File: src/rtl/core/lzd_pkg.sv
// Shared types and constants for the plain LZ77 stream decompressor.
// No dependencies; imported by every module of the block.
`timescale 1ns / 1ps

package lzd_pkg;

  localparam int LZD_WINDOW_BYTES = 8192;
  localparam int LZD_WIN_AW       = $clog2(LZD_WINDOW_BYTES);
  localparam int LZD_MAX_BURST    = 64;
  localparam int LZD_QUEUE_DEPTH  = 4;

  localparam logic CMD_PUSH = 1'b0;
  localparam logic CMD_CONT = 1'b1;

  typedef enum logic [2:0] {
    ST_OK      = 3'd0,
    ST_PENDING = 3'd1,
    ST_LIMIT   = 3'd2,
    ST_END     = 3'd3,
    ST_BADOFF  = 3'd4,
    ST_TRUNC   = 3'd5
  } status_t;

  typedef struct packed {
    logic       cmd;
    logic [7:0] in_byte;
    logic       in_last;
  } in_item_t;

  typedef struct packed {
    logic       out_valid;
    logic [7:0] out_byte;
    logic       run_last;
    status_t    status;
  } out_item_t;

endpackage

File: src/rtl/core/lzd_front.sv
// Front end: input queue that accepts compressed-stream transactions.
// Depends on lzd_pkg.
`timescale 1ns / 1ps

module lzd_front (
  input  logic               clk,
  input  logic               rst,
  input  logic               push,
  output logic               full,
  input  lzd_pkg::in_item_t  wr_item,
  input  logic               take,
  output logic               avail,
  output lzd_pkg::in_item_t  rd_item
);
  import lzd_pkg::*;

  localparam int AW = $clog2(LZD_QUEUE_DEPTH);

  in_item_t       slots [LZD_QUEUE_DEPTH];
  logic [AW-1:0]  wr_ptr;
  logic [AW-1:0]  rd_ptr;
  logic [AW:0]    count;
  logic           do_wr;
  logic           do_rd;

  assign full    = (count == (AW+1)'(LZD_QUEUE_DEPTH));
  assign avail   = (count != '0);
  assign do_wr   = push && !full;
  assign do_rd   = take && avail;
  assign rd_item = slots[rd_ptr];

  always_ff @(posedge clk) begin
    if (do_wr) begin
      slots[wr_ptr] <= wr_item;
    end
  end

  always_ff @(posedge clk) begin
    if (rst) begin
      wr_ptr <= '0;
      rd_ptr <= '0;
      count  <= '0;
    end else begin
      if (do_wr) begin
        wr_ptr <= wr_ptr + 1'b1;
      end
      if (do_rd) begin
        rd_ptr <= rd_ptr + 1'b1;
      end
      case ({do_wr, do_rd})
        2'b10:   count <= count + 1'b1;
        2'b01:   count <= count - 1'b1;
        default: count <= count;
      endcase
    end
  end

endmodule

File: config.mk
export PLATFORM = sky130hd
export DESIGN_NAME = lzd_front
export DESIGN_NICKNAME = d
export VERILOG_FILES = /design/src/rtl/core/lzd_pkg.sv /design/src/rtl/core/lzd_front.sv
export SDC_FILE = /design/constraint.sdc
export NUM_CORES = 1
export LEC_CHECK = 0
export ABC_CLOCK_PERIOD_IN_PS = 5770
export BUFFER_PORTS_ARGS = -buffer_cell sky130_fd_sc_hd__buf_4
export CORE_ASPECT_RATIO = 0.5
export CORE_MARGIN = 2
export CORE_UTILIZATION = 45
export DETAILED_ROUTE_END_ITERATION = 10
export PLACE_DENSITY_LB_ADDON = 0.3
export SYNTH_ARGS = -nofsm -noshare
export SYNTH_HDL_FRONTEND = slang
export SYNTH_SLANG_ARGS = --single-unit
File: constraint.sdc
create_clock -name clk -period 5.77 [get_ports clk]
set_input_delay 0.8655 -clock clk [delete_from_list [all_inputs] [get_ports clk]]
set_output_delay 0.8655 -clock clk [all_outputs]
set_load 0.005 [all_outputs]
==> results_dict.tcl <==
set metrics [dict create \
    period_minus_slack_ns 2.67 \
    wl_um 2790 \
    die_w_um 96.3 \
    status "finished, final reports clean" \
    synth-seq-cells 49 \
    n_antenna_cell 0 \
    seq_area_um2 1380 \
    arrival_ns 1.80 \
    post_cts_buffers 0 \
    synth_area_leaders "edfxtp_1 (63%), mux4_2 (12%), dfxtp_1 (9.4%)" \
    dieArea_um2 4830 \
    gp_congestion 0.750 \
    grt_pass1_vias 929 \
    required_ns 4.90 \
    slowest_stage "dfxtp_1" \
    postRouteAntennaNets 0 \
    crit_fanout 10 \
    drt_iter0_drc 61 \
    power.density_nw_per_um2 408 \
    synth_warnings 0 \
    ir_worst_vdd_mv 0.174 \
    dr_total_vias 923 \
    syn_avg_cell_area_um2 18.4 \
    cts_sinks 49 \
    grt_pass1_wl_um 4530 \
    tightest_slew_ns 0.660 \
    wl_per_cell_um 14.8 \
    ctsHoldBuffers 0 \
    fin_setup_tns_ns 0 \
    setup_viol 0 \
    io_buffers 25 \
    worst_hold_slack_ns 0.526 \
    grt_max_degree 17 \
    synth_top_area_cell "edfxtp_1" \
    synth.cell_area_um2 1920 \
    holdPathStages 2 \
    place_hpwl_um 1860 \
    holdCritStartpoint "wr_ptr[1]" \
    drive_gt1_share_pct 34.3 \
    seq_area_frac_synth_pct 72.1 \
    num_io_pins 26 \
    max_stage_delay_ns 0.76 \
    path_class "flip-flop to output pin" \
    fillers 318 \
    fin_crit_sh_pct 46.2 \
    fmaxAchievable_mhz 375 \
    finalHoldViolCount 0 \
    core_um2 4000 \
    cts_buffers 5 \
    grt_usage_pct 13.4 \
    antenna_found_initial 0 \
    clk_latency_ns 0.31 \
    drcViolationCount 0 \
    grt_setup_unrepaired "no" \
    crit_path_end_kind "output pin" \
    initial_utilization_pct 47.9 \
    final-max-slew-violation-count 0 \
    cts_tree "built" \
    maxSlewHeadroom_pct 55.9 \
    htreeDepth 2 \
    clock_skew_ns 0.00907 \
    cp_cell_sequence "mux4_2, buf_4" \
    fp-row-count 16 \
    first_pass_iters 4 \
    ff2ff_path_depth 9 \
    die_y_um 50.2 \
    hp-class "flip-flop to flip-flop" \
    r2r_slack_ns 3.59 \
    nets 153 \
    cap_violations 0 \
    area_growth_pct 18.3 \
    root_buffer "clkbuf_8" \
    clockBufferDepth 2 \
    synth_top_area_share_pct 62.7 \
    netlist_instances 104 \
    ctsResizeCount 0 \
    r2r_start "count[2]" \
    synth_fp_nets 124 \
    yosysUniqueCellTypes 23 \
    clk_pin_slew_ns 0.09 \
    min_to "wr_ptr[1]" \
    grt-ovfl-total 0 \
    viasPerCell 4.91 \
    multi_input_area_um2 493 \
    crit_path_start_kind "flip-flop" \
    r2r-end "count[2]" \
    p_leak_uw 0.000804 \
]
[power by group]
part | switching [uW] | leakage [uW] | internal (uW)
Sequential | 43.2 | 0.000441 | 426
Combinational | 79.2 | 0.000305 | 133
Clock | 114 | 0.0000585 | 130
Total | 237 | 0.000804 | 689
[critical path, delay by kind of cell (launching register included)]
family / cells / cell delay [ns]
buffers and inverters: 1 / 0.15
muxes: 1 / 0.59
DFF: 1 / 0.76
[routing by layer]
layer	vias to the layer above	track usage (%)	wire (um)
li1	454	-	-
met1	443	17.9	1320
met2	20	19.7	1300
met3	6	4.05	127
met4	0	7.75	47
met5	-	0	0
[final cells by class]
cell class                 instances  share of cell area (%)
multi-input combinational         45                    21.7
clock buffer                       5                    3.03
tap                               54                    2.98
clock inverter                     3                    1.93
timing repair buffer              25                    8.27
inverter                           7                    1.16
sequential                        49                    60.9
[worst max path at each step]
stage / start / end / slack (ns) / cells past startpoint
3_3_place_gp: push / count[2] / 3.34 / 10
6_report: flip-flop / rd_item[9] / 3.10 / 2
3_5_place_dp: push / count[2] / 3.30 / 10
2_1_floorplan: push / count[2] / 3.53 / 9
4_1_cts: flip-flop / rd_item[4] / 3.04 / 2
5_1_grt: flip-flop / rd_item[7] / 2.94 / 2
[cell usage after synthesis]
library cell and count:
inv_1 6, clkbuf_2 1, and2_1 4, dfxtp_1 9, or3_1 3, fa_1 1
a21oi_1 3, xor2_1 3, mux4_2 10, buf_1 1, nand2b_1 2, o311ai_1 1
buf_4 1, edfxtp_1 40, mux2i_1 1, nor2_1 6, o31a_1 1, nor3b_2 1
o21ai_0 2, inv_2 1, xnor2_1 1, ha_1 5, nor2_2 1
[through the flow]
step           cell area (um2)  power, uW  std cells  setup slack [ns]  utilization, %
3_5_place_dp              2160        695        180              3.30            53.8
5_1_grt                   2270        975        188              2.94            56.7
4_1_cts                   2270        937        188              3.04            56.7
2_1_floorplan             1920        606        104              3.53               -
3_3_place_gp              2160        691        180              3.34            53.8
6_report                  2270        926        188              3.10            56.7
[cells in the final DEF (no fill, tap or decap)]
cell / synthesis / routed
a21oi_1: 3 / 3
and2_1: 4 / 4
mux4_2: 10 / 10
nor2_1: 6 / 6
fa_1: 1 / 1
edfxtp_1: 40 / 40
nor2_2: 1 / 1
nor3b_2: 1 / 1
or3_1: 3 / 3
o31a_1: 1 / 1
nand2b_1: 2 / 2
clkbuf_8: 0 / 5
inv_2: 1 / 1
bufinv_16: 0 / 1
xor2_1: 3 / 3
inv_1: 6 / 6
clkinv_2: 0 / 1
inv_6: 0 / 1
o21ai_0: 2 / 2
buf_4: 1 / 25
mux2i_1: 1 / 1
ha_1: 5 / 5
o311ai_1: 1 / 1
dfxtp_1: 9 / 9
xnor2_1: 1 / 1
[state kept, by name, summed over array words and instances, names as in the netlist, named ones only]
name    flops
slots      40
count       3
rd_ptr      2
wr_ptr      2
[cells by family (layout without fill, tap and decap cells)]
family                   Yosys count  in the layout  synth area share (%)
buffers and inverters             10             40                  2.22
AO/OA/AOI/OAI                      7              7                  2.22
multiplexers                      11             11                  12.3
XOR/XNOR                           4              4                  1.83
flip-flops                        49             49                  72.1
adder cells (fa/ha/maj)            6              6                  4.31
AND/OR/NAND/NOR                   17             17                  5.09
Power figures use the tool's default switching activity.
