===== src/rtl/core/lzd_pkg.sv =====
// Shared types and constants for the plain LZ77 stream decompressor.
// No dependencies; imported by every module of the block.
`timescale 1ns / 1ps

package lzd_pkg;

  localparam int LZD_WINDOW_BYTES = 8192;
  localparam int LZD_WIN_AW       = $clog2(LZD_WINDOW_BYTES);
  localparam int LZD_MAX_BURST    = 64;
  localparam int LZD_QUEUE_DEPTH  = 4;

  localparam logic CMD_PUSH = 1'b0;
  localparam logic CMD_CONT = 1'b1;

  typedef enum logic [2:0] {
    ST_OK      = 3'd0,
    ST_PENDING = 3'd1,
    ST_LIMIT   = 3'd2,
    ST_END     = 3'd3,
    ST_BADOFF  = 3'd4,
    ST_TRUNC   = 3'd5
  } status_t;

  typedef struct packed {
    logic       cmd;
    logic [7:0] in_byte;
    logic       in_last;
  } in_item_t;

  typedef struct packed {
    logic       out_valid;
    logic [7:0] out_byte;
    logic       run_last;
    status_t    status;
  } out_item_t;

endpackage


===== src/rtl/core/lzd_out_q.sv =====
// Result queue between the decode engine and the output port.
// Depends on lzd_pkg.
`timescale 1ns / 1ps

module lzd_out_q (
  input  logic                clk,
  input  logic                rst,
  input  logic                wr,
  output logic                full,
  input  lzd_pkg::out_item_t  wr_item,
  input  logic                pop,
  output logic                empty,
  output lzd_pkg::out_item_t  rd_item
);
  import lzd_pkg::*;

  localparam int AW = $clog2(LZD_QUEUE_DEPTH);

  out_item_t      slots [LZD_QUEUE_DEPTH];
  logic [AW-1:0]  wr_ptr;
  logic [AW-1:0]  rd_ptr;
  logic [AW:0]    count;
  logic           do_wr;
  logic           do_rd;

  assign full    = (count == (AW+1)'(LZD_QUEUE_DEPTH));
  assign empty   = (count == '0);
  assign do_wr   = wr && !full;
  assign do_rd   = pop && !empty;
  assign rd_item = slots[rd_ptr];

  always_ff @(posedge clk) begin
    if (do_wr) begin
      slots[wr_ptr] <= wr_item;
    end
  end

  always_ff @(posedge clk) begin
    if (rst) begin
      wr_ptr <= '0;
      rd_ptr <= '0;
      count  <= '0;
    end else begin
      if (do_wr) begin
        wr_ptr <= wr_ptr + 1'b1;
      end
      if (do_rd) begin
        rd_ptr <= rd_ptr + 1'b1;
      end
      case ({do_wr, do_rd})
        2'b10:   count <= count + 1'b1;
        2'b01:   count <= count - 1'b1;
        default: count <= count;
      endcase
    end
  end

endmodule


===== config.mk =====
export PLATFORM = sky130hd
export DESIGN_NAME = lzd_out_q
export DESIGN_NICKNAME = d
export VERILOG_FILES = /design/src/rtl/core/lzd_pkg.sv /design/src/rtl/core/lzd_out_q.sv
export SDC_FILE = /design/constraint.sdc
export NUM_CORES = 1
export LEC_CHECK = 0
export ABC_AREA = 1
export BUFFER_PORTS_ARGS = -buffer_cell sky130_fd_sc_hd__buf_2
export CORE_MARGIN = 4
export CORE_UTILIZATION = 56
export CTS_CLUSTER_DIAMETER = 200
export CTS_CLUSTER_SIZE = 40
export DETAILED_ROUTE_END_ITERATION = 10
export PLACE_DENSITY = 0.78
export SYNTH_ARGS = -nofsm -noshare
export SYNTH_HDL_FRONTEND = slang
export SYNTH_SLANG_ARGS = --single-unit

===== constraint.sdc =====
create_clock -name clk -period 2 [get_ports clk]
set_input_delay 0.2 -clock clk [delete_from_list [all_inputs] [get_ports clk]]
set_output_delay 0.2 -clock clk [all_outputs]
set_load 0.02 [all_outputs]

==> results of run 1 <==
[final cells by class]
type / count / share of cell area [%]
tap: 50 / 2.21
multi-input combinational: 108 / 20.3
timing repair buffer: 36 / 6.81
sequential: 61 / 61.5
inverter: 20 / 2.83
clock inverter: 4 / 0.796
clock buffer: 12 / 5.48
[path summary, 6_finish.rpt]
check / endpoint / slack (ns)
worst min-delay path: wr_ptr[1] / 0.08
worst min register to register: wr_ptr[1] / 0.50
worst max register to register: count[2] / 0.28
worst max-delay path: rd_item[0] / 0.22
[metrics by stage]
stage	std cells	cell area, um^2	setup slack (ns)	hold WS (ns)
2_1_floorplan	196	2460	0.396	0.269
3_3_place_gp	275	2650	0.346	0.414
3_5_place_dp	275	2650	0.292	0.417
4_1_cts	291	2830	0.178	0.0652
5_1_grt	291	2830	0.0601	0.0654
6_report	291	2830	0.216	0.0788
[cells in the final DEF (no fill, tap or decap)]
master / n
o21ai_1: 7
clkinv_2: 3
nand3_1: 5
a21oi_1: 5
buf_2: 31
nand2_2: 2
buf_4: 5
inv_6: 1
nor2_1: 34
clkbuf_8: 11
nor2_2: 1
clkinvlp_4: 1
o21ai_0: 21
edfxtp_1: 52
o22ai_1: 13
inv_1: 17
ha_1: 5
nor2_4: 1
dfxtp_1: 9
nand2_1: 11
clkbuf_1: 1
nand2_4: 2
inv_2: 2
fa_1: 1
[per-layer routing]
metal  vias up  global-route usage, %
li1        763                      -
met1       701                   18.6
met3         8                   7.03
met5         -                      0
met4         0                   7.51
met2        34                   28.9
[sequential cells by signal, summed over array words and instances, names as in the netlist, named ones only]
signal	flops
rd_ptr	2
count	3
slots	52
wr_ptr	2
[worst max-delay path, cell delays in order, from the launching register on]
cell	delay, ns
dfxtp_1	0.62
inv_2	0.23
o21ai_0	0.13
o22ai_1	0.10
buf_2	0.17
[power groups by stage]
stage          clock (W)  combinational (W)  sequential, W
2_1_floorplan          0           0.000785        0.00161
3_3_place_gp           0            0.00100        0.00162
3_5_place_dp           0            0.00102        0.00163
4_1_cts         0.000971            0.00102        0.00160
5_1_grt          0.00104            0.00114        0.00161
6_report        0.000949            0.00101        0.00160
[kinds of logic after synthesis]
| logic type | count (synthesis) | share of synthesized area (%) |
|---|---|---|
| DFF | 61 | 70.8 |
| buffers and inverters | 27 | 5.80 |
| AOI/OAI and AO/OA | 46 | 10.0 |
| adders and majority gates | 6 | 3.36 |
| and+or+nand+nor | 56 | 10.0 |
==> run metrics, run 1 <==
status completed; Die H 74.3 um; largest net degree at the start of global routing 28; count leader, synth edfxtp_1; clock skew about 0.0052 ns; clk slew on worst S/H paths roughly 0.06 ns; area fraction of the dominant cell type after synthesis 63.5%; die width 74.3 um; NumNets Final 259; met2 wire length roughly 2 mm; Area Overhead vs Synth 15.1%; unique cell type count in the Yosys netlist 21; final hold vios 0; Placer Congestion 0.714; num rows 23; Worst Hold Depth 2; Min-Delay Path Class in -> reg; #FFs+latches synth between 60 and 70; routed wire length 4.12 mm; most frequent cells after synthesis 52 x edfxtp_1, 34 x nor2_1, 21 x o21ai_0; max-slew violation count 0; period utilisation layout 89.2%; Metal-1 WL around 1.8 mm; relative slew slack 67.3%; DR iter-0 viols 150; Starting Density 59.8%; vias 1506; Storage cell area 1740 um^2; PostCTS Resize Cnt 0; Setup crit start kind register; root buffer selected by CTS clkbuf_8; Sw Ratio between 30 and 40%; clk_lat worst skew 0.33 ns; Finished Core Util 68.8%; Worst setup EP type output pin; RSZ-0062 raised after global routing no; Primary FF master, synth edfxtp_1; # IOs 32; Post-synth EDFFs 52; worst r2r path cells 10; switching pwr roughly 0.0012 W; DP HPWL 2.53 mm; Fillers 291; wire per inst 14.2 um; ANT nets after route 0; Setup CP Type reg -> out; Post-Syn Area per Cell roughly 13 um^2; warnings from Yosys 0; FMAX 561 MHz; Die Area around 5500 um^2; CTS tree done; Clock Sinks ~60; layout cells sized above 1 about 25%; register area share after synthesis between 70% and 80%; IO Port Bufs 31; VDD IR max 711 uV; TritonCTS buffer count 9; area of the multi-input gates 576 um^2; syn_nets 219; cell taking the most area after synthesis edfxtp_1; met3 wire length around 240 um; WP data arrival 1.58 ns; vias per inst 5.18; Worst Tran Pin Value 0.490 ns; GRT Overall Usage 17.0%; top cells by area, synth edfxtp_1 63%, dfxtp_1 7.3%, nor2_1 5.2%; total power 0.00356 W; # H-tree levels 3; global-route wire length before repair around 6.6 mm; CTS Buffer Depth 2; First-pass DRT Iterations 4; CTS Hold Bufs 0; Syn Std Cell Area 2460 um^2; Lkg Pwr 1.10 nW; Worst R2R Start count[1]; Setup-failing EPs final 0; CORE AREA 4120 um^2; DR DRC count 0; Top Metal Used met4; Pint 0.00236 W; # Max-Cap Violations 0; asr flop ratio synth 0%; required time of the critical path 1.80 ns; initial antenna violation count 0; grt ovf 0; part of the power in registers between 40% and 50%; synthesized instance count 196; vias in the first global route ~1500; Clock power frac 26.7%; Final TNS setup 0 ns; logic gate share of total power 28.3%; PwrDens 1260 nW/um^2; critical path fanouts, max 14; hold_sp rst; crit path time final 1.78 ns; postcts setup bufs 0; ANT cells 0
Power figures use the tool's default switching activity.
==> run 2, diff against run 1 <==
--- a/config.mk
+++ b/config.mk
@@ -6,13 +6,13 @@
 export NUM_CORES = 1
 export LEC_CHECK = 0
 export ABC_AREA = 1
-export BUFFER_PORTS_ARGS = -buffer_cell sky130_fd_sc_hd__buf_2
 export CORE_MARGIN = 4
-export CORE_UTILIZATION = 56
+export CORE_UTILIZATION = 60
 export CTS_CLUSTER_DIAMETER = 200
 export CTS_CLUSTER_SIZE = 40
 export DETAILED_ROUTE_END_ITERATION = 10
-export PLACE_DENSITY = 0.78
+export DONT_BUFFER_PORTS = 1
+export PLACE_DENSITY = 0.86
 export SYNTH_ARGS = -nofsm -noshare
 export SYNTH_HDL_FRONTEND = slang
 export SYNTH_SLANG_ARGS = --single-unit
==> run metrics, run 2 (synthesis gave the netlist of run 1 again) <==
most common cell after layout, fill and taps aside edfxtp_1; period utilisation layout 91.1% (+1.9 points); ANT cells 0 (unchanged); status completed; First-pass DRT Iterations 4 (unchanged); Worst Tran Pin Value 0.494 ns (+0.00397 ns); PwrDens 1300 nW/um^2 (+3.8%); Die Area 5190 um^2 (-6.0%); crit path time final 1.82 ns (+0.0371 ns); VDD IR max 896 uV (+26%); Final TNS setup 0 ns (unchanged); Biggest register slots; r2r setup slk 0.23 ns (-0.05 ns); clk slew on worst S/H paths 0.06 ns (about the same); Setup-failing EPs final 0 (unchanged); required time of the critical path 1.80 ns (about the same); vias in the first global route 1669 (+13%); global-route wire length before repair 7.29 mm (+10%); relative slew slack 67.0% (-0.26 points); DP HPWL 2.62 mm (+3.8%); post-route insts no fill 286 (-1.7%); GRT Overall Usage 19.8% (+2.8 points); FMAX 549 MHz (-2.0%); worst path buffer plus inverter count 2 (unchanged); CTS tree done; Setup crit start kind register; Clock power frac 29.3% (+2.6 points); Pint 0.00260 W (+9.9%); most frequent cells in the layout 52 x edfxtp_1, 34 x nor2_1, 21 x o21ai_0; DR iter-0 viols 173 (+15%); root buffer selected by CTS clkbuf_8; critical path fanouts, max 14 (unchanged); Sw Ratio 32.2% (-1.3 points); Min-Delay Path Class in -> reg; routed wire length 4.71 mm (+14%); clk_lat worst skew 0.33 ns (about the same); PostCTS Resize Cnt 0 (unchanged); DP Area 2590 um^2 (-2.2%); Placer Congestion 0.865 (+21%); DR DRC count 0 (unchanged); biggest registers after layout slots (52), count (3); logic gate share of total power 28.9% (+0.6 points); # IOs 32 (unchanged); layout cells sized above 1 17.4% (-7.5 points); CTS Buffer Depth 2 (unchanged); Worst setup EP type output pin; tightest hold margin 0.0357 ns (-0.0431 ns); num rows 23 (unchanged); postcts setup bufs 0 (unchanged); RSZ-0062 raised after global routing no; largest net degree at the start of global routing 28 (unchanged); CP max stage delay 0.63 ns (about the same); Starting Density 61.9% (+2.2 points); Die H 72.0 um (-3.0%); # H-tree levels 3 (unchanged); vias per inst 5.59 (+8.1%); Fillers 241 (-17%); initial antenna violation count 0 (unchanged); Placed Cells incl. Taps 257 (-6.5%); switching pwr 0.00123 W (+3.5%); WP data arrival 1.62 ns (+0.04 ns); Area Overhead vs Synth 19.4%; grt ovf 0 (unchanged); clock skew 0.00990 ns (+0.00469 ns); Lkg Pwr 1.11 nW (+1.1%); final hold vios 0 (unchanged); # Max-Cap Violations 0 (unchanged); CORE AREA 3970 um^2 (-3.5%); Worst path top cell family by delay flip-flops; wire per inst 16.5 um (+16%); IO Port Bufs 0 (-100%); TritonCTS buffer count 9 (unchanged); CP Cell Sequence inv_2 -> o21ai_0 -> o22ai_1 -> buf_4; max FFs per register 52 (unchanged); ANT nets after route 0 (unchanged); part of the power in registers 41.8% (-3.2 points); Setup CP Type reg -> out; NumNets Final 255 (-1.5%); max-slew violation count 0 (unchanged); Clock Sinks 61 (unchanged); Non-Filler Cell Area, Final 2940 um^2 (+3.8%); die width 72.0 um (-3.0%); slowest cell on the critical path dfxtp_1; vias 1600 (+6.2%); Finished Core Util 74.0% (+5.2 points)
## run 2: cell types whose count changed in the layout (fill, tap and decap cells not counted), sizes merged
| cell | change |
|---|---|
| buf | -18 |
| bufinv | +2 |
| clkbuf | -3 |
| clkinv | +1 |
| clkinvlp | -1 |
| dlygate4sd3 | +14 |
## run 2: worst register-to-register path: stages, from the launching register on
cell and delay (ns):
dfxtp_1 0.37, inv_1 0.10, nand2_2 0.13, nand2_2 0.07, inv_2 0.06, ha_1 0.15
inv_1 0.07, fa_1 0.38, inv_1 0.06, nand2_1 0.04, nand3_1 0.08, nand2_1 0.06
nand2_1 0.05, nor2_1 0.03
## run 2: cell type report
class                   count  area, um^2  area share [%]
clock buffers               9         124            4.22
clock inverters             6        78.8            2.68
inverters                  20        80.1            2.73
multi-input cells         108         576            19.6
flip-flops and latches     61        1740            59.3
well taps                  50        62.6            2.13
repair buffers             32         275            9.37
## run 2: routing by layer
metal | track usage [%] | vias up | part of all wire [%]
met3 | 7.34 | 8 | 6.9
li1 | - | 761 | -
met2 | 35.0 | 73 | 55
met1 | 19.4 | 758 | 36
met4 | 12.3 | 0 | 2.0
met5 | 0 | - | 0
## run 2: final timing paths
kind,to,cells past startpoint,startpoint
worst max-delay path,rd_item[12],4,register
worst min register to register,rd_ptr[1],2,rd_ptr[1]
worst min-delay path,wr_ptr[1],2,wr
worst max register to register,count[2],13,count[2]
## run 2: per-stage QoR
stage          power, W  setup WS (ns)
3_5_place_dp    0.00269          0.250
4_1_cts         0.00383          0.137
2_1_floorplan   0.00239          0.396
5_1_grt         0.00403         0.0377
6_report        0.00383          0.179
3_3_place_gp    0.00265          0.342
## run 2: timing repair
item                                   CTS  global route
endpoints found under the hold margin   56             0
hold buffers                            14             0
setup endpoints to repair                0             0
## run 2: power by group through the flow
stage | clock, W | sequential (W) | combinational (W)
floorplan | 0 | 0.00161 | 0.000785
global placement | 0 | 0.00162 | 0.00103
detailed placement | 0 | 0.00163 | 0.00107
CTS | 0.00112 | 0.00160 | 0.00111
global route | 0.00120 | 0.00161 | 0.00121
finish | 0.00112 | 0.00160 | 0.00111
